### src/design/hbk_pkg.sv
// Shared types, constants and the US layout usage-to-character function.
package hbk_pkg;

    localparam int KEY_SLOTS   = 6;
    localparam int STORE_DEPTH = 6;
    localparam int SLOT_CNT_W  = (KEY_SLOTS > 1) ? $clog2(KEY_SLOTS) : 1;
    localparam int REC_CNT_W   = $clog2(STORE_DEPTH + 1);

    localparam logic [7:0] SHIFT_MASK  = 8'h22;
    localparam logic [7:0] CODE_NONE   = 8'hFF;
    localparam logic [7:0] CODE_ERASE  = 8'h7F;
    localparam logic [7:0] USAGE_LIMIT = 8'd101;

    typedef logic [7:0] byte_t;

    typedef struct packed {
        logic load;
        logic step;
        logic commit;
        logic flush;
    } hbk_cmd_t;

    typedef struct packed {
        logic emit;
        logic pend_valid;
        logic out_free;
    } hbk_sts_t;

    localparam byte_t DIGITS_PLAIN [10] = '{
        8'h31, 8'h32, 8'h33, 8'h34, 8'h35, 8'h36, 8'h37, 8'h38, 8'h39, 8'h30
    };
    localparam byte_t DIGITS_SHIFT [10] = '{
        8'h21, 8'h40, 8'h23, 8'h24, 8'h25, 8'h5E, 8'h26, 8'h2A, 8'h28, 8'h29
    };
    localparam byte_t CTRL_CODES [5] = '{
        8'h0A, 8'h1B, CODE_ERASE, 8'h09, 8'h20
    };
    localparam byte_t PUNCT_PLAIN [12] = '{
        8'h2D, 8'h3D, 8'h5B, 8'h5D, 8'h5C, CODE_NONE,
        8'h3B, 8'h27, 8'h60, 8'h2C, 8'h2E, 8'h2F
    };
    localparam byte_t PUNCT_SHIFT [12] = '{
        8'h5F, 8'h2B, 8'h7B, 8'h7D, 8'h7C, CODE_NONE,
        8'h3A, 8'h22, 8'h7E, 8'h3C, 8'h3E, 8'h3F
    };
    localparam byte_t KEYPAD_CODES [15] = '{
        8'h2A, 8'h2D, 8'h2B, 8'h0A, 8'h31, 8'h32, 8'h33, 8'h34,
        8'h35, 8'h36, 8'h37, 8'h38, 8'h39, 8'h30, 8'h2E
    };

    // Maps a usage below 128 to its US layout character, CODE_NONE if unmapped.
    function automatic byte_t map_usage(input logic [6:0] u, input logic shift);
        logic [6:0] off;
        byte_t      res;
        off = 7'd0;
        res = CODE_NONE;
        if (u >= 7'd4 && u <= 7'd29) begin
            off = u - 7'd4;
            res = (shift ? 8'h41 : 8'h61) + {1'b0, off};
        end else if (u >= 7'd30 && u <= 7'd39) begin
            off = u - 7'd30;
            res = shift ? DIGITS_SHIFT[off[3:0]] : DIGITS_PLAIN[off[3:0]];
        end else if (u >= 7'd40 && u <= 7'd44) begin
            off = u - 7'd40;
            res = CTRL_CODES[off[2:0]];
        end else if (u >= 7'd45 && u <= 7'd56) begin
            off = u - 7'd45;
            res = shift ? PUNCT_SHIFT[off[3:0]] : PUNCT_PLAIN[off[3:0]];
        end else if (u >= 7'd85 && u <= 7'd99) begin
            off = u - 7'd85;
            res = KEYPAD_CODES[off[3:0]];
        end else if (u == 7'd100) begin
            res = shift ? 8'hB1 : 8'hA7;
        end
        return res;
    endfunction

endpackage

### src/design/hbk_ctrl.sv
// Controller state machine: sequences capture, slot scan, store update and final flush.
module hbk_ctrl (
    input  logic              clk,
    input  logic              rst_n,
    input  logic              in_valid,
    output logic              in_ready,
    input  hbk_pkg::hbk_sts_t sts,
    output hbk_pkg::hbk_cmd_t cmd
);
    import hbk_pkg::*;

    localparam logic [1:0] ST_IDLE  = 2'd0;
    localparam logic [1:0] ST_SCAN  = 2'd1;
    localparam logic [1:0] ST_FLUSH = 2'd2;

    logic [1:0]            state_reg, state_next;
    logic [SLOT_CNT_W-1:0] slot_reg, slot_next;
    logic                  stall;

    assign in_ready = (state_reg == ST_IDLE);
    // A new character cannot be taken while one is pending and the output is full.
    assign stall    = sts.emit && sts.pend_valid && !sts.out_free;

    always_comb
    begin
        state_next = state_reg;
        slot_next  = slot_reg;
        cmd        = '0;
        unique case (state_reg)
            ST_IDLE:
            begin
                if (in_valid)
                begin
                    cmd.load   = 1'b1;
                    slot_next  = '0;
                    state_next = ST_SCAN;
                end
            end
            ST_SCAN:
            begin
                if (!stall)
                begin
                    cmd.step = 1'b1;
                    if (slot_reg == SLOT_CNT_W'(KEY_SLOTS - 1))
                    begin
                        state_next = ST_FLUSH;
                    end
                    else
                    begin
                        slot_next = slot_reg + 1'b1;
                    end
                end
            end
            ST_FLUSH:
            begin
                cmd.commit = 1'b1;
                if (!sts.pend_valid)
                begin
                    state_next = ST_IDLE;
                end
                else if (sts.out_free)
                begin
                    cmd.flush  = 1'b1;
                    state_next = ST_IDLE;
                end
            end
            default:
            begin
                state_next = ST_IDLE;
            end
        endcase
    end

    always_ff @(posedge clk or negedge rst_n)
    begin
        if (!rst_n)
        begin
            state_reg <= ST_IDLE;
            slot_reg  <= '0;
        end
        else
        begin
            state_reg <= state_next;
            slot_reg  <= slot_next;
        end
    end

endmodule

### src/design/hbk_datapath.sv
// Datapath: report capture, held-key check, layout mapping, pending and output registers.
module hbk_datapath (
    input  logic              clk,
    input  logic              rst_n,
    input  hbk_pkg::hbk_cmd_t cmd,
    output hbk_pkg::hbk_sts_t sts,
    input  logic [7:0]        modifier_bits,
    input  logic [7:0]        key_slot_0,
    input  logic [7:0]        key_slot_1,
    input  logic [7:0]        key_slot_2,
    input  logic [7:0]        key_slot_3,
    input  logic [7:0]        key_slot_4,
    input  logic [7:0]        key_slot_5,
    output logic              out_valid,
    input  logic              out_ready,
    output logic [7:0]        char_code,
    output logic [6:0]        usage_code,
    output logic              last_of_report
);
    import hbk_pkg::*;

    byte_t                slots_in  [6];
    byte_t                slots_reg [KEY_SLOTS];
    byte_t                prev_reg  [STORE_DEPTH];
    byte_t                rec_reg   [STORE_DEPTH];
    logic [REC_CNT_W-1:0] rec_cnt_reg;
    logic                 shift_reg;

    logic                 pend_valid_reg;
    byte_t                pend_char_reg;
    logic [6:0]           pend_usage_reg;

    logic                 out_valid_reg;
    byte_t                out_char_reg;
    logic [6:0]           out_usage_reg;
    logic                 out_last_reg;

    byte_t                cur;
    logic                 usage_ok;
    logic                 held;
    byte_t                cur_char;
    logic                 out_free;

    assign slots_in[0] = key_slot_0;
    assign slots_in[1] = key_slot_1;
    assign slots_in[2] = key_slot_2;
    assign slots_in[3] = key_slot_3;
    assign slots_in[4] = key_slot_4;
    assign slots_in[5] = key_slot_5;

    assign cur      = slots_reg[0];
    assign usage_ok = (cur != 8'd0) && (cur < USAGE_LIMIT);
    assign cur_char = map_usage(cur[6:0], shift_reg);
    assign out_free = !out_valid_reg || out_ready;

    always_comb
    begin
        held = 1'b0;
        for (int i = 0; i < STORE_DEPTH; i++)
        begin
            if (prev_reg[i] == cur)
            begin
                held = 1'b1;
            end
        end
    end

    assign sts.emit       = usage_ok && !held && (cur_char != CODE_NONE);
    assign sts.pend_valid = pend_valid_reg;
    assign sts.out_free   = out_free;

    // Report capture and slot shifter; the current slot is always entry zero.
    always_ff @(posedge clk)
    begin
        if (cmd.load)
        begin
            shift_reg <= (modifier_bits & SHIFT_MASK) != 8'd0;
            for (int i = 0; i < KEY_SLOTS; i++)
            begin
                slots_reg[i] <= slots_in[i];
            end
        end
        else if (cmd.step)
        begin
            for (int i = 0; i < KEY_SLOTS - 1; i++)
            begin
                slots_reg[i] <= slots_reg[i + 1];
            end
            slots_reg[KEY_SLOTS - 1] <= 8'd0;
        end
    end

    // Recorded usages of the current report, compacted and zero padded, copied to the previous-key store on commit.
    always_ff @(posedge clk or negedge rst_n)
    begin
        if (!rst_n)
        begin
            rec_cnt_reg <= '0;
            for (int i = 0; i < STORE_DEPTH; i++)
            begin
                rec_reg[i]  <= 8'd0;
                prev_reg[i] <= 8'd0;
            end
        end
        else
        begin
            if (cmd.load)
            begin
                rec_cnt_reg <= '0;
                for (int i = 0; i < STORE_DEPTH; i++)
                begin
                    rec_reg[i] <= 8'd0;
                end
            end
            else if (cmd.step && usage_ok && (rec_cnt_reg < REC_CNT_W'(STORE_DEPTH)))
            begin
                rec_reg[rec_cnt_reg] <= cur;
                rec_cnt_reg          <= rec_cnt_reg + 1'b1;
            end
            if (cmd.commit)
            begin
                for (int i = 0; i < STORE_DEPTH; i++)
                begin
                    prev_reg[i] <= rec_reg[i];
                end
            end
        end
    end

    // Pending character and output register. A pending character moves out
    // when the next one arrives (not last) or at the end of the scan (last).
    always_ff @(posedge clk or negedge rst_n)
    begin
        if (!rst_n)
        begin
            pend_valid_reg <= 1'b0;
            out_valid_reg  <= 1'b0;
        end
        else
        begin
            if (out_valid_reg && out_ready)
            begin
                out_valid_reg <= 1'b0;
            end
            if (cmd.step && sts.emit)
            begin
                pend_valid_reg <= 1'b1;
                if (pend_valid_reg)
                begin
                    out_valid_reg <= 1'b1;
                end
            end
            else if (cmd.flush)
            begin
                pend_valid_reg <= 1'b0;
                out_valid_reg  <= 1'b1;
            end
        end
    end

    always_ff @(posedge clk)
    begin
        if (cmd.step && sts.emit)
        begin
            pend_char_reg  <= cur_char;
            pend_usage_reg <= cur[6:0];
            if (pend_valid_reg)
            begin
                out_char_reg  <= pend_char_reg;
                out_usage_reg <= pend_usage_reg;
                out_last_reg  <= 1'b0;
            end
        end
        else if (cmd.flush)
        begin
            out_char_reg  <= pend_char_reg;
            out_usage_reg <= pend_usage_reg;
            out_last_reg  <= 1'b1;
        end
    end

    assign out_valid      = out_valid_reg;
    assign char_code      = out_char_reg;
    assign usage_code     = out_usage_reg;
    assign last_of_report = out_last_reg;

endmodule

### src/design/hid_boot_keyboard_to_ascii.sv
// Top level: HID boot keyboard report to US layout character stream.
//
//   Channel  Direction  Handshake             Payload
//   in       input      in_valid / in_ready   modifier_bits, key_slot_0 .. key_slot_5
//   out      output     out_valid / out_ready char_code, usage_code, last_of_report
//
// One request is scanned one key slot per cycle unless the scan stalls: the
// controller captures the report, scans the KEY_SLOTS slots, then updates the
// previous-key store and releases the last character once the output is free.
// The scan stalls only when a new character is found while one is pending and
// the output register is still full. Each character is held back one step so
// that the final one of a report can carry last_of_report.
// Reset clears the previous-key store, the controller and both valid flags.
// A new request is taken only between reports, but a finished character may
// still wait in the output register while the next request is accepted.
module hid_boot_keyboard_to_ascii (
    input  logic       clk,
    input  logic       rst_n,
    input  logic       in_valid,
    output logic       in_ready,
    input  logic [7:0] modifier_bits,
    input  logic [7:0] key_slot_0,
    input  logic [7:0] key_slot_1,
    input  logic [7:0] key_slot_2,
    input  logic [7:0] key_slot_3,
    input  logic [7:0] key_slot_4,
    input  logic [7:0] key_slot_5,
    output logic       out_valid,
    input  logic       out_ready,
    output logic [7:0] char_code,
    output logic [6:0] usage_code,
    output logic       last_of_report
);
    import hbk_pkg::*;

    hbk_cmd_t cmd;
    hbk_sts_t sts;

    // The controller owns the slot counter and decides when the datapath
    // captures, advances, commits the store and flushes the final character.
    hbk_ctrl u_ctrl (
        .clk      (clk),
        .rst_n    (rst_n),
        .in_valid (in_valid),
        .in_ready (in_ready),
        .sts      (sts),
        .cmd      (cmd)
    );

    // The datapath holds the captured report, the previous-key store, the
    // layout lookup and the pending and output character registers.
    hbk_datapath u_datapath (
        .clk            (clk),
        .rst_n          (rst_n),
        .cmd            (cmd),
        .sts            (sts),
        .modifier_bits  (modifier_bits),
        .key_slot_0     (key_slot_0),
        .key_slot_1     (key_slot_1),
        .key_slot_2     (key_slot_2),
        .key_slot_3     (key_slot_3),
        .key_slot_4     (key_slot_4),
        .key_slot_5     (key_slot_5),
        .out_valid      (out_valid),
        .out_ready      (out_ready),
        .char_code      (char_code),
        .usage_code     (usage_code),
        .last_of_report (last_of_report)
    );

endmodule

### config.mk
export PLATFORM = sky130hd
export DESIGN_NAME = hid_boot_keyboard_to_ascii
export DESIGN_NICKNAME = d
export VERILOG_FILES = /design/src/design/hbk_pkg.sv /design/src/design/hbk_ctrl.sv /design/src/design/hbk_datapath.sv /design/src/design/hid_boot_keyboard_to_ascii.sv
export SDC_FILE = /design/constraint.sdc
export NUM_CORES = 1
export LEC_CHECK = 0
export CAP_MARGIN = 20
export CORE_MARGIN = 3
export CORE_UTILIZATION = 60
export CTS_CLUSTER_SIZE = 16
export DETAILED_ROUTE_END_ITERATION = 16
export DONT_BUFFER_PORTS = 1
export GPL_ROUTABILITY_DRIVEN = 0
export MAX_ROUTING_LAYER = met4
export PLACE_DENSITY = 0.76
export SKIP_LAST_GASP = 1
export SYNTH_ARGS = -nofsm -noshare
export SYNTH_HDL_FRONTEND = slang
export SYNTH_SLANG_ARGS = --single-unit
### constraint.sdc
create_clock -name clk -period 10.9 [get_ports clk]
set_input_delay 2.18 -clock clk [delete_from_list [all_inputs] [get_ports clk]]
set_output_delay 2.18 -clock clk [all_outputs]
set_load 0.01 [all_outputs]
Yosys cells after proc, flatten, opt, wreduce, memory -nomap -nowiden
Memories as Yosys holds them, arrays and structs flattened.
Cells that the tools add are included.
{"block": "op_classes", "n_addsub": 8, "n_lt_le_gt_ge": 18, "eq_ne": 17, "n_mux": 78, "bitwise_logic": 11, "reduce_logical": 28}
{"cell": "8-bit 2-to-1 mux", "count": 30}
{"cell": "48-bit 2-to-1 mux", "count": 2}
{"cell": "48-bit bitwise mux", "count": 1}
{"cell": "8-bit == test", "count": 6}
{"cell": "1-bit 2-to-1 mux", "count": 26}
{"cell": "8-bit demux with 3-bit select", "count": 1}
{"cell": "7-bit by 6-bit <= comparator with 1-bit output (second input constant)", "count": 3}
{"cell": "7-bit 2-to-1 mux", "count": 3}
{"cell": "8-bit nonzero test", "count": 2}
{"cell": "5-bit greater-or-equal comparator (second input constant)", "count": 3}
{"cell": "1-bit logical AND", "count": 15}
{"cell": "3-bit 2-to-1 mux", "count": 5}
{"cell": "4-bit NOT with 5-bit output", "count": 3}
{"cell": "7-bit by 6-bit greater-or-equal comparator with 1-bit output (second input constant)", "count": 2}
{"cell": "2-bit 2-to-1 mux", "count": 6}
{"cell": "8-bit by 7-bit adder with 8-bit output", "count": 1}
{"cell": "4-bit greater-or-equal comparator (second input constant)", "count": 2}
{"cell": "8-bit by 7-bit less-than comparator with 1-bit output (second input constant)", "count": 1}
{"cell": "8-bit inequality test (second input constant)", "count": 1}
{"cell": "3-bit NOT with 4-bit output", "count": 2}
{"cell": "4-bit AND reduction", "count": 2}
{"cell": "4-bit subtractor (second input constant)", "count": 2}
{"cell": "7-bit == test (second input constant)", "count": 1}
{"cell": "7-bit by 3-bit greater-or-equal comparator with 1-bit output (second input constant)", "count": 1}
{"cell": "other kinds (26)", "count": 39}
{"block": "totals", "ff_bits": 138, "ramBits": 48, "mem_bits_ro": 704, "input_bits": 60, "out_inout_bits": 18, "elab_cells": 190, "memories": 7}
{"name": "(name not given)", "words": 16, "width": 8, "read_ports": 1, "rd_ports_with_merged_regs": 0, "write_ports": 0, "line": "hbk_pkg.sv:68", "source": "res = shift ? PUNCT_SHIFT[off[3:0]] : PUNCT_PLAIN[off[3:0]];"}
{"name": "(name not given)", "words": 16, "width": 8, "read_ports": 1, "rd_ports_with_merged_regs": 0, "write_ports": 0, "line": "hbk_pkg.sv:68"}
{"name": "(name not given)", "words": 16, "width": 8, "read_ports": 1, "rd_ports_with_merged_regs": 0, "write_ports": 0, "line": "hbk_pkg.sv:71", "source": "res = KEYPAD_CODES[off[3:0]];"}
{"name": "(name not given)", "words": 16, "width": 8, "read_ports": 1, "rd_ports_with_merged_regs": 0, "write_ports": 0, "line": "hbk_pkg.sv:62", "source": "res = shift ? DIGITS_SHIFT[off[3:0]] : DIGITS_PLAIN[off[3:0]];"}
{"name": "(name not given)", "words": 16, "width": 8, "read_ports": 1, "rd_ports_with_merged_regs": 0, "write_ports": 0, "line": "hbk_pkg.sv:62"}
{"name": "(name not given)", "words": 8, "width": 8, "read_ports": 1, "rd_ports_with_merged_regs": 0, "write_ports": 0, "line": "hbk_pkg.sv:65", "source": "res = CTRL_CODES[off[2:0]];"}
{"name": "+1 memories"}

Logic depth before layout (Yosys ltp)
Gate-level depths: netlist of the first run.
An unclocked memory read counts as a cell.
{"block": "logic_depth", "depth_word": 21, "ltp_mapped": 18}

By module
Synthesis of the first run repeated with hierarchy kept, for this count alone.
{"block": "hier_totals", "hier_cells": 819, "hier_area_um2": 9633.0}
{"mod": "hbk_datapath", "instances": 1, "cells_per_inst": 783, "area_per_inst_um2": 9285.2}
{"mod": "hbk_ctrl", "instances": 1, "cells_per_inst": 36, "area_per_inst_um2": 347.8}

Worst setup path before layout of the first run
Ideal clock, no wire load.
{"block": "synth_timing", "kind": "reg-to-reg", "from": "mem u_datapath.slots_reg[0][1] (netlist name)", "to": "mem u_datapath.slots_reg[0][0] (netlist name) (enable)", "setup_time_ns": 0.583, "t_arrival_ns": 4.720, "path_slack_ns": 5.597, "stages_incl_launch_ff": 18, "period_less_slack_ns": 5.303, "path_cell_list": "edfxtp_1 -> clkbuf_1 -> clkinv_1 -> ha_1 -> inv_1 -> ha_1 -> clkbuf_1 -> inv_1 -> ha_1 -> nor2_1 -> a211oi_1 -> a211o_1 -> a211oi_1 -> and4b_1 -> and4_1 -> clkbuf_1 -> o21ai_1 -> nand2_1"}
{"element": "start: declaration", "line": "hbk_datapath.sv:23", "source": "byte_t slots_reg [KEY_SLOTS];"}

==> flow_summary.toml, run 1 <==
[timing]
hold_viol = 0
slew_headroom = 0.292
setup_tns_ns = 0
fin_crit_sh = 0.544
finalWorstSetupSlack_ns = 4.97
slew_violations = 0
min_period_ns = 5.93
fmax_mhz = 169
setup_viol = 0
worstMarginPinSlew_ns = 1.06
rsz0062_at_grt = "false"
finClkSkew_ns = 0.0104

[setup_path]
end_kind = "register"
slowest_delay_ns = 0.76
cp_cell_sequence = "buf_4 > clkinv_1 > ha_1 > inv_1 > ha_1 > inv_1 > ha_1 > nor2_1 > a211oi_1 > a211o_1 > a211oi_1 > and4b_1 > nand4_2 > a21oi_4 > buf_16 > mux2_2"
crit_family = "buffers and inverters"
rrSetupSlack_ns = 4.97
crit_required_ns = 11.08
slowest_stage = "a21oi_4"
critPathBufInv = 5
start_kind = "register"
crit_path_frequent_cell = "ha_1"
cp_max_fo = 30
arrival_ns = 6.11
crit_type = "register to register"

[synthesis]
syn_nets = 858
synth.area.top_cells = "dfrtp_1, edfxtp_1, mux2_2"
yosysSeqAreaShare = 0.529
synth.top_cells.by_count = "dfrtp_1, mux2_2, nand2_1"
synth.ff_latch_count = 186
ys_warn_count = 0
synth_edf_count = 80
syn_avg_cell_area_sq_um = 12.3
synth_largest_area_cell = "dfrtp_1"
synth_cell_types = 73
syn_area_sq_um = 9550
synthCells = 775
netlist.area_leader.share = 0.278
asyncSetResetFlopFracSynth = 0.570
synth_most_common_cell = "dfrtp_1"
synthFlopType = "dfrtp_1"

[power]
power.density_nw_per_um2 = 341
ir_drop_v = 0.000209
p_leak_nw = 4.35
p_seq_frac = 0.373
p_total_w = 0.00350
power.switching_w = 0.00142
cell_internal_pwr_w = 0.00208
p_comb_frac = 0.456
clockPowerShare = 0.171
switching_share = 0.406

[place]
pre_cts_ws_ns = 4.81
numPortBuffers = 0
hpwlAfterDp_microns = 13000

[detailed_routing]
topRoutingLayerUsed = "met4"
drt_iter0_drc = 688
avgViaCountPerCell = 6.24
vias = 6126
dr_wl_met2_microns = 10100
ant_nets = 0
wire_per_inst_microns = 20.5
dr.pass1.iters = 7
wl_microns = 20200
drc = 0
drt-met1-wl_microns = 8470
routed-wl-met3_microns = 1130

[die]
ios = 78
die_h_microns = 132
rows = 45
die_w_microns = 132
core_area_sq_um = 15400
initial_core_util = 0.622
die_area_sq_um = 17500

[clock_network]
cts_tree = "done"
cts_buffers = 17
ctsLongestPathBuffers = 2
h-tree-depth = 4
worst_setup_hold_path_clk_slew_ns = 0.07
cts.sink_count = 186
clk_latency_ns = 0.43
hold_buffers = 0
ctsResizeCount = 0
root_buffer = "clkbuf_16"
cts_post_setup_buffers_inserted = 0

[global_routing]
grt_pass1_vias = 6281
grt_max_degree = 107
antenna_found_initial = 0
overflow = 0
grt_pass1_wl_microns = 32700
track_usage = 0.241

[min_path]
hold_class = "register to register"

[job]
maxCapViolations = 0

[final_layout]
area_delta_synth_final_pct = 7.50
drive_gt1_frac = 0.193
fin_nets = 842
n_antenna_cell = 0

[outcome]
status = "finished, final reports clean"
==> power by group through the flow <==
stage	combinational, W	clock [W]	sequential, W
after floorplan	0.00124	0	0.00126
after global placement	0.00149	0	0.00131
after detailed placement	0.00155	0	0.00132
after CTS	0.00156	0.000604	0.00131
after global routing	0.00173	0.000633	0.00134
final	0.00160	0.000597	0.00131
==> cell type report <==
type / instances / area (sq um)
fillers: 1066 / 5100
flip-flops and latches: 186 / 5050
multi-input cells: 521 / 4200
clock buffers: 17 / 425
well taps: 211 / 264
clock inverters: 14 / 138
repair buffers: 10 / 108
inverters: 23 / 86.3
==> cell families after synthesis <==
kind of cell,Yosys count,share of synthesized area
AOI/OAI and AO/OA,112,0.0935
DFF,186,0.529
adders and majority gates,23,0.0301
buffers and inverters,68,0.0343
muxes,142,0.160
xor gates and xnor gates,61,0.0575
and+or+nand+nor,183,0.0951
==> per-layer routing <==
layer | GRT usage | vias to the layer above
met1 | 0.304 | 3047
met5 | - | -
met4 | 0.0791 | 0
met2 | 0.396 | 253
met3 | 0.0454 | 55
li1 | - | 2771
==> path summary, 6_finish.rpt <==
path | start | end | depth (start not counted)
min in group asynchronous | rst_n | u_datapath.prev_reg[39] | 0
worst max-delay path | u_datapath.slots_reg[0][0] | u_datapath.slots_reg[0][25] | 16
worst min-delay path | u_datapath.pend_char_reg[5] | u_datapath.char_code[5] | 0
worst max register to register | u_datapath.slots_reg[0][0] | u_datapath.slots_reg[0][25] | 16
max in group asynchronous | rst_n | u_datapath.out_valid | 0
worst min register to register | u_datapath.pend_char_reg[5] | u_datapath.char_code[5] | 0
==> cells in the final DEF (no fill, tap or decap), types with 4 or more instances in the layout <==
cell,n
a211oi_1,13
a21o_1,4
a21oi_1,14
a311oi_1,4
a31oi_1,4
and2_1,13
and3_1,4
buf_4,8
clkbuf_16,17
clkinv_1,4
dfrtp_1,106
edfxtp_1,80
ha_1,23
inv_1,17
inv_6,6
mux2_1,4
mux2_2,85
mux2i_1,53
nand2_1,82
nand2b_1,6
nand3_1,4
nand4_1,9
nor2_1,19
nor2b_1,9
nor3_1,9
nor4_1,6
o211ai_1,6
o21ai_0,21
o31ai_1,4
xnor2_1,39
xor2_1,20
==> stage by stage <==
stage	hold WS (ns)	utilization	instances	area, sq um
2_1_floorplan	0.400	-	775	9550
3_3_place_gp	0.402	0.628	949	9660
3_5_place_dp	0.405	0.630	950	9690
4_1_cts	0.420	0.667	981	10300
5_1_grt	0.438	0.668	982	10300
6_report	0.419	0.668	982	10300
Note: power is estimated with default switching activity, not from simulation.
==> inputs of run 2 (changes only) <==
ABC_AREA = 1   (was not set)
clock period = 6 ns   (was 10.9 ns; I/O delays follow)
==> run 2 against run 1 <==
Die area grew 1.6%; critical endpoint is now u_datapath.char_code[6]; worst setup slack lost 3.5 ns; cell count grew 40%; core utilization is essentially flat; clock-buffer cell count is the same; largest cell class unchanged; flip-flop and latch count is the same; clock skew shrank 0.0020 ns; sequential share of layout area shrank 0.53 points; combinational power grew 75%.
==> flow_summary.toml, run 2 <==
[die]
initial_core_util = 0.625
rows = 45
core_area_sq_um = 15500
die_w_microns = 133
die_area_sq_um = 17800
ios = 78
die_h_microns = 133

[global_routing]
grt_max_degree = 107
track_usage = 0.261
overflow = 0
grt_pass1_wl_microns = 35600
antenna_found_initial = 0
grt_pass1_vias = 6978

[timing]
hold_ws_ns = 0.420
slew_violations = 0
rsz0062_at_grt = "false"
min_period_ns = 4.58
setup_viol = 0
finClkSkew_ns = 0.00837
slew_headroom = 0.399
setup_tns_ns = 0
hold_viol = 0
worstMarginPinSlew_ns = 0.898
fmax_mhz = 218
fin_crit_sh = 0.763

[synthesis]
synth.area.top_cells = "dfrtp_1, edfxtp_1, nand2_1"
asyncSetResetFlopFracSynth = 0.570
syn_avg_cell_area_sq_um = 8.33
yosys.area_share.simple = 0.311
synth_compound_area_frac = 0.0437
syn_nets = 1249
synth_fa_ha_area_frac = 0.0296
synth_xor_area_frac = 0.0316
synth_mux_area_frac = 0
ys_warn_count = 0
synthCells = 1166
synth_top_family_by_area = "simple AND/OR/NAND/NOR gates"
yosysSeqAreaShare = 0.520
synth.top_cells.by_count = "nand2_1, dfrtp_1, nand3_1"
netlist.area_leader.share = 0.273
synth.ff_latch_count = 186
synthFlopType = "dfrtp_1"
synth_edf_count = 80
synth_largest_area_cell = "dfrtp_1"
synth_most_common_cell = "nand2_1"
syn_area_sq_um = 9710
synth_cell_types = 46

[clock_network]
ctsLongestPathBuffers = 2
clk_latency_ns = 0.44
cts_tree = "done"
worst_setup_hold_path_clk_slew_ns = 0.07
h-tree-depth = 4
root_buffer = "clkbuf_16"
cts.sink_count = 186
cts_post_setup_buffers_inserted = 0
ctsResizeCount = 0
cts_buffers = 17
hold_buffers = 0

[final_layout]
final_cell_mix = "nand2_1, dfrtp_1, nand3_1, inv_1, edfxtp_1"
nFillCells = 1296
n_antenna_cell = 0
fin_nets = 1230
final_common_cell = "nand2_1"
fin_cells = 1371
drive_gt1_frac = 0.0741
area_delta_synth_final_pct = 6.89

[detailed_routing]
topRoutingLayerUsed = "met4"
vias = 7550
avgViaCountPerCell = 5.51
drc = 0
ant_nets = 0
wl_microns = 22200
dr.pass1.iters = 6
routed-wl-met3_microns = 1240
dr_wl_met2_microns = 10900
drt-met1-wl_microns = 9280
drt_iter0_drc = 692
wire_per_inst_microns = 16.2

[job]
maxCapViolations = 0

[setup_path]
crit_type = "register to register"
slowest_delay_ns = 0.52
slowest_stage = "nand2_1"
rrSetupSlack_ns = 1.42
crit_required_ns = 6.07
crit_path_frequent_cell = "nand2_1"
start_kind = "register"
arrival_ns = 4.65
cp_max_fo = 16
reg2reg_from = "u_datapath.slots_reg[0][0]"
cp_cell_sequence = "inv_1 > ha_1 > inv_1 > ha_1 > clkinv_1 > ha_1 > nand2_1 > nand3_1 > nand2_1 > nand2_1 > nand3_1 > nand2_1 > nand2_1 > nand2_1 > nand2_1 > nor2_1 > nand3_2 > nand3_4 > nand2_2 > inv_2 > nand3_1 > nand2_1"
worstRegToRegCells = 22
reg2reg_to = "u_datapath.char_code[6]"
end_kind = "register"

[min_path]
worstHoldStart = "u_datapath.pend_usage_reg[2]"
holdPathStages = 0
hold_class = "register to register"
min_delay_worst_endpoint = "u_datapath.usage_code[2]"

[outcome]
status = "finished, final reports clean"

[power]
p_leak_nw = 5.09
ir_drop_v = 0.000471
power.density_nw_per_um2 = 591
p_total_w = 0.00613

[place]
hpwlAfterDp_microns = 14400
numPortBuffers = 0
place_inst = 1339
[run 2: worst max-delay path: cells and delay by family (launching register included)]
kind,cells,cell delay (ns)
fa+ha+maj,3,1.05
simple gates,15,1.86
buf+inv,4,0.82
flops,1,0.45
[run 2: area by class of cell]
| type | count | area, sq um | area share |
|---|---|---|---|
| clock buffer | 17 | 425 | 0.0410 |
| clock inverter | 15 | 175 | 0.0169 |
| inverter | 93 | 349 | 0.0336 |
| multi-input combinational | 840 | 4050 | 0.390 |
| sequential | 186 | 5050 | 0.487 |
| tap | 211 | 264 | 0.0254 |
| timing repair buffer | 9 | 67.6 | 0.00651 |
[run 2: cell families after synthesis]
kind of cell | count (synthesis)
adders and majority gates | 23
buffers and inverters | 140
xor gates and xnor gates | 35
DFF | 186
AOI/OAI and AO/OA | 70
and+or+nand+nor | 712
[run 2: worst max path at each step]
stage | slack [ns] | end | startpoint
after floorplan | 1.40 | u_datapath.slots_reg[0][0] | u_datapath.slots_reg[0][1]
after global routing | 1.03 | u_datapath.char_code[5] | u_datapath.slots_reg[0][1]
after global placement | 1.65 | u_datapath.char_code[1] | u_datapath.slots_reg[0][0]
final | 1.42 | u_datapath.char_code[6] | u_datapath.slots_reg[0][0]
after detailed placement | 1.49 | u_datapath.char_code[6] | u_datapath.slots_reg[0][1]
after CTS | 1.44 | u_datapath.char_code[5] | u_datapath.slots_reg[0][1]
[run 2: where the power goes]
part | leakage (nW) | internal (W) | switching, W
clock network | 0.289 | 0.000597 | 0.000528
logic | 2.57 | 0.000808 | 0.00200
registers | 2.23 | 0.00192 | 0.000282
total | 5.09 | 0.00333 | 0.00281
[run 2: routing by layer]
| layer | vias up | GRT usage |
|---|---|---|
| met3 | 53 | 0.0423 |
| met2 | 253 | 0.424 |
| met5 | - | - |
| met4 | 0 | 0.101 |
| met1 | 3529 | 0.333 |
| li1 | 3715 | - |
[run 2: through the flow]
step | area (sq um) | utilization | setup slack, ns
2_1_floorplan | 9710 | - | 1.40
3_3_place_gp | 9780 | 0.629 | 1.65
3_5_place_dp | 9780 | 0.629 | 1.49
4_1_cts | 10400 | 0.668 | 1.44
5_1_grt | 10400 | 0.668 | 1.03
6_report | 10400 | 0.668 | 1.42
==> inputs of run 3 (changes only) <==
ABC_AREA = 0   (was 1)
clock period = 4.4 ns   (was 6 ns; I/O delays follow)
==> run 3 against run 2 <==
Flip-flop and latch count is the same; clock power rose by 39%; routed wire length is 7.3% lower; first-iteration DRC count decreased by 6.4%; die area decreased by 1.6%; critical path depth down 9; combinational power increased by 50%; register-to-register slack got worse by 1.2 ns; core utilization up 1.5 points; clock-buffer cell count unchanged; non-clock buffer count increased by 20; worst setup slack got worse by 1.2 ns.
==> flow_summary.toml, run 3 (synthesis gave the netlist of run 1 again) <==
[setup_path]
crit_type = "register to register"
worstRegToRegCells = 13
rrSetupSlack_ns = 0.26
reg2reg_to = "u_datapath.rec_reg[47]"
start_kind = "register"
cp_max_fo = 8
cp-endpoint = "u_datapath.rec_reg[47]"
end_kind = "register"
crit_start = "u_datapath.slots_reg[0][1]"
crit_required_ns = 4.72
arrival_ns = 4.46
reg2reg_from = "u_datapath.slots_reg[0][1]"

[global_routing]
grt_max_degree = 107
grt.busiest_layer = "met2"
grt_pass1_wl_microns = 33400
track_usage = 0.247
overflow = 0
antenna_found_initial = 0
gr-usage-met2 = 0.409
grt_pass1_vias = 6441
use_met3 = 0.0477
gr-usage-met1 = 0.310

[final_layout]
drive_gt1_frac = 0.223
n_antenna_cell = 0
area_delta_synth_final_pct = 9.93
final_cell_mix = "dfrtp_1, mux2_2, nand2_1, edfxtp_1, mux2i_1"
post-route-util = 0.683
fin_cells = 1002
fin_nets = 861
final_common_cell = "dfrtp_1"

[die]
die_area_sq_um = 17500
die_h_microns = 132
rows = 45
core_area_sq_um = 15400
ios = 78
initial_core_util = 0.622
die_w_microns = 132

[clock_network]
ctsLongestPathBuffers = 2
root_buffer = "clkbuf_16"
cts_tree = "done"
clk_latency_ns = 0.43
h-tree-depth = 4
cts.sink_count = 186
hold_buffers = 0
cts_buffers = 17
worst_setup_hold_path_clk_slew_ns = 0.07

[timing]
slew_headroom = 0.345
setup_tns_ns = 0
fmax_mhz = 241
fin_crit_sh = 0.942
rsz0062_at_grt = "false"
finClkSkew_ns = 0.00939
min_period_ns = 4.14
hold_viol = 0
worstMarginPinSlew_ns = 0.979
slew_violations = 0
setup_viol = 0

[power]
power.density_nw_per_um2 = 854
ir_drop_v = 0.000550
p_leak_nw = 4.49

[job]
maxCapViolations = 0

[detailed_routing]
avgViaCountPerCell = 6.15
ant_nets = 0
drc = 0
drt_iter0_drc = 648
wl_microns = 20500
dr.pass1.iters = 5
wire_per_inst_microns = 20.5
vias = 6165

[place]
hpwlAfterDp_microns = 13600
numPortBuffers = 0
place_inst = 970

[min_path]
hold_class = "primary input to async pin"

[outcome]
status = "finished, final reports clean"
[run 3: changes by cell type in the layout (fill, tap and decap cells not counted), moves of 10 or more]
cell / before / now
nand2_1: 473 / 82
nand3_1: 96 / 4
mux2_2: 0 / 85
inv_1: 82 / 17
nor2_1: 74 / 19
mux2i_1: 0 / 53
xnor2_1: 14 / 38
buf_4: 9 / 25
and2_1: 1 / 13
a211oi_1: 2 / 13
nand4_1: 19 / 9
o21ai_0: 31 / 21
[run 3: how the worst min path moves through the flow]
| stage | startpoint | end | slack, ns | cells past startpoint |
|---|---|---|---|---|
| floorplan | u_datapath.pend_char_reg[0] | u_datapath.char_code[0] | 0.40 | 0 |
| global placement | u_datapath.pend_char_reg[2] | u_datapath.char_code[2] | 0.40 | 0 |
| detailed placement | u_datapath.pend_usage_reg[3] | u_datapath.usage_code[3] | 0.41 | 0 |
| CTS | rst_n | u_datapath.prev_reg[23] | 0.12 | 0 |
| global route | rst_n | u_datapath.prev_reg[23] | 0.12 | 0 |
| finish | rst_n | u_datapath.prev_reg[23] | 0.13 | 0 |
[run 3: layout make-up]
cell class              count  area, sq um
clock buffers              17          425
multi-input cells         521         4220
flip-flops and latches    186         5050
well taps                 211          264
fillers                  1076         4870
repair buffers             29          268
inverters                  23         87.6
clock inverters            15          180
[run 3: routing by layer]
layer	part of all wire	wire, microns
met1	0.42	8580
met3	0.051	1050
met5	0	0
met4	0.018	368
met2	0.51	10500
[run 3: through the flow]
step / total power [W] / hold WS, ns / instance area [sq um] / setup slack, ns
final: 0.00897 / 0.135 / 10500 / 0.255
after floorplan: 0.00620 / 0.400 / 9570 / 0.0101
after detailed placement: 0.00731 / 0.407 / 9880 / 0.319
after global placement: 0.00715 / 0.402 / 9880 / 0.398
after CTS: 0.00892 / 0.121 / 10500 / 0.298
after global routing: 0.00947 / 0.120 / 10500 / 0.00284
[run 3: timing repair]
action                     4_1_cts  5_1_grt
setup buffers                    0        0
setup endpoints to repair        0        2
resized for setup                0        3
[run 3: where the power goes]
part / total [W] / switching, W / internal (W)
Sequential: 0.00321 / 0.000422 / 0.00279
Clock: 0.00157 / 0.000710 / 0.000861
Combinational: 0.00419 / 0.00248 / 0.00171
Total: 0.00897 / 0.00361 / 0.00536
[run 3: worst max-delay path: stages, from the launching register on]
cell and delay, ns:
edfxtp_1 0.45, buf_4 0.21, ha_1 0.30, buf_4 0.19
a211oi_1 0.25, a21o_1 0.23, or2_1 0.23, o211ai_1 0.18
a211oi_1 0.38, and2_1 0.22, nand4_2 0.24, buf_4 0.27
a2111o_1 0.57, and3_1 0.27
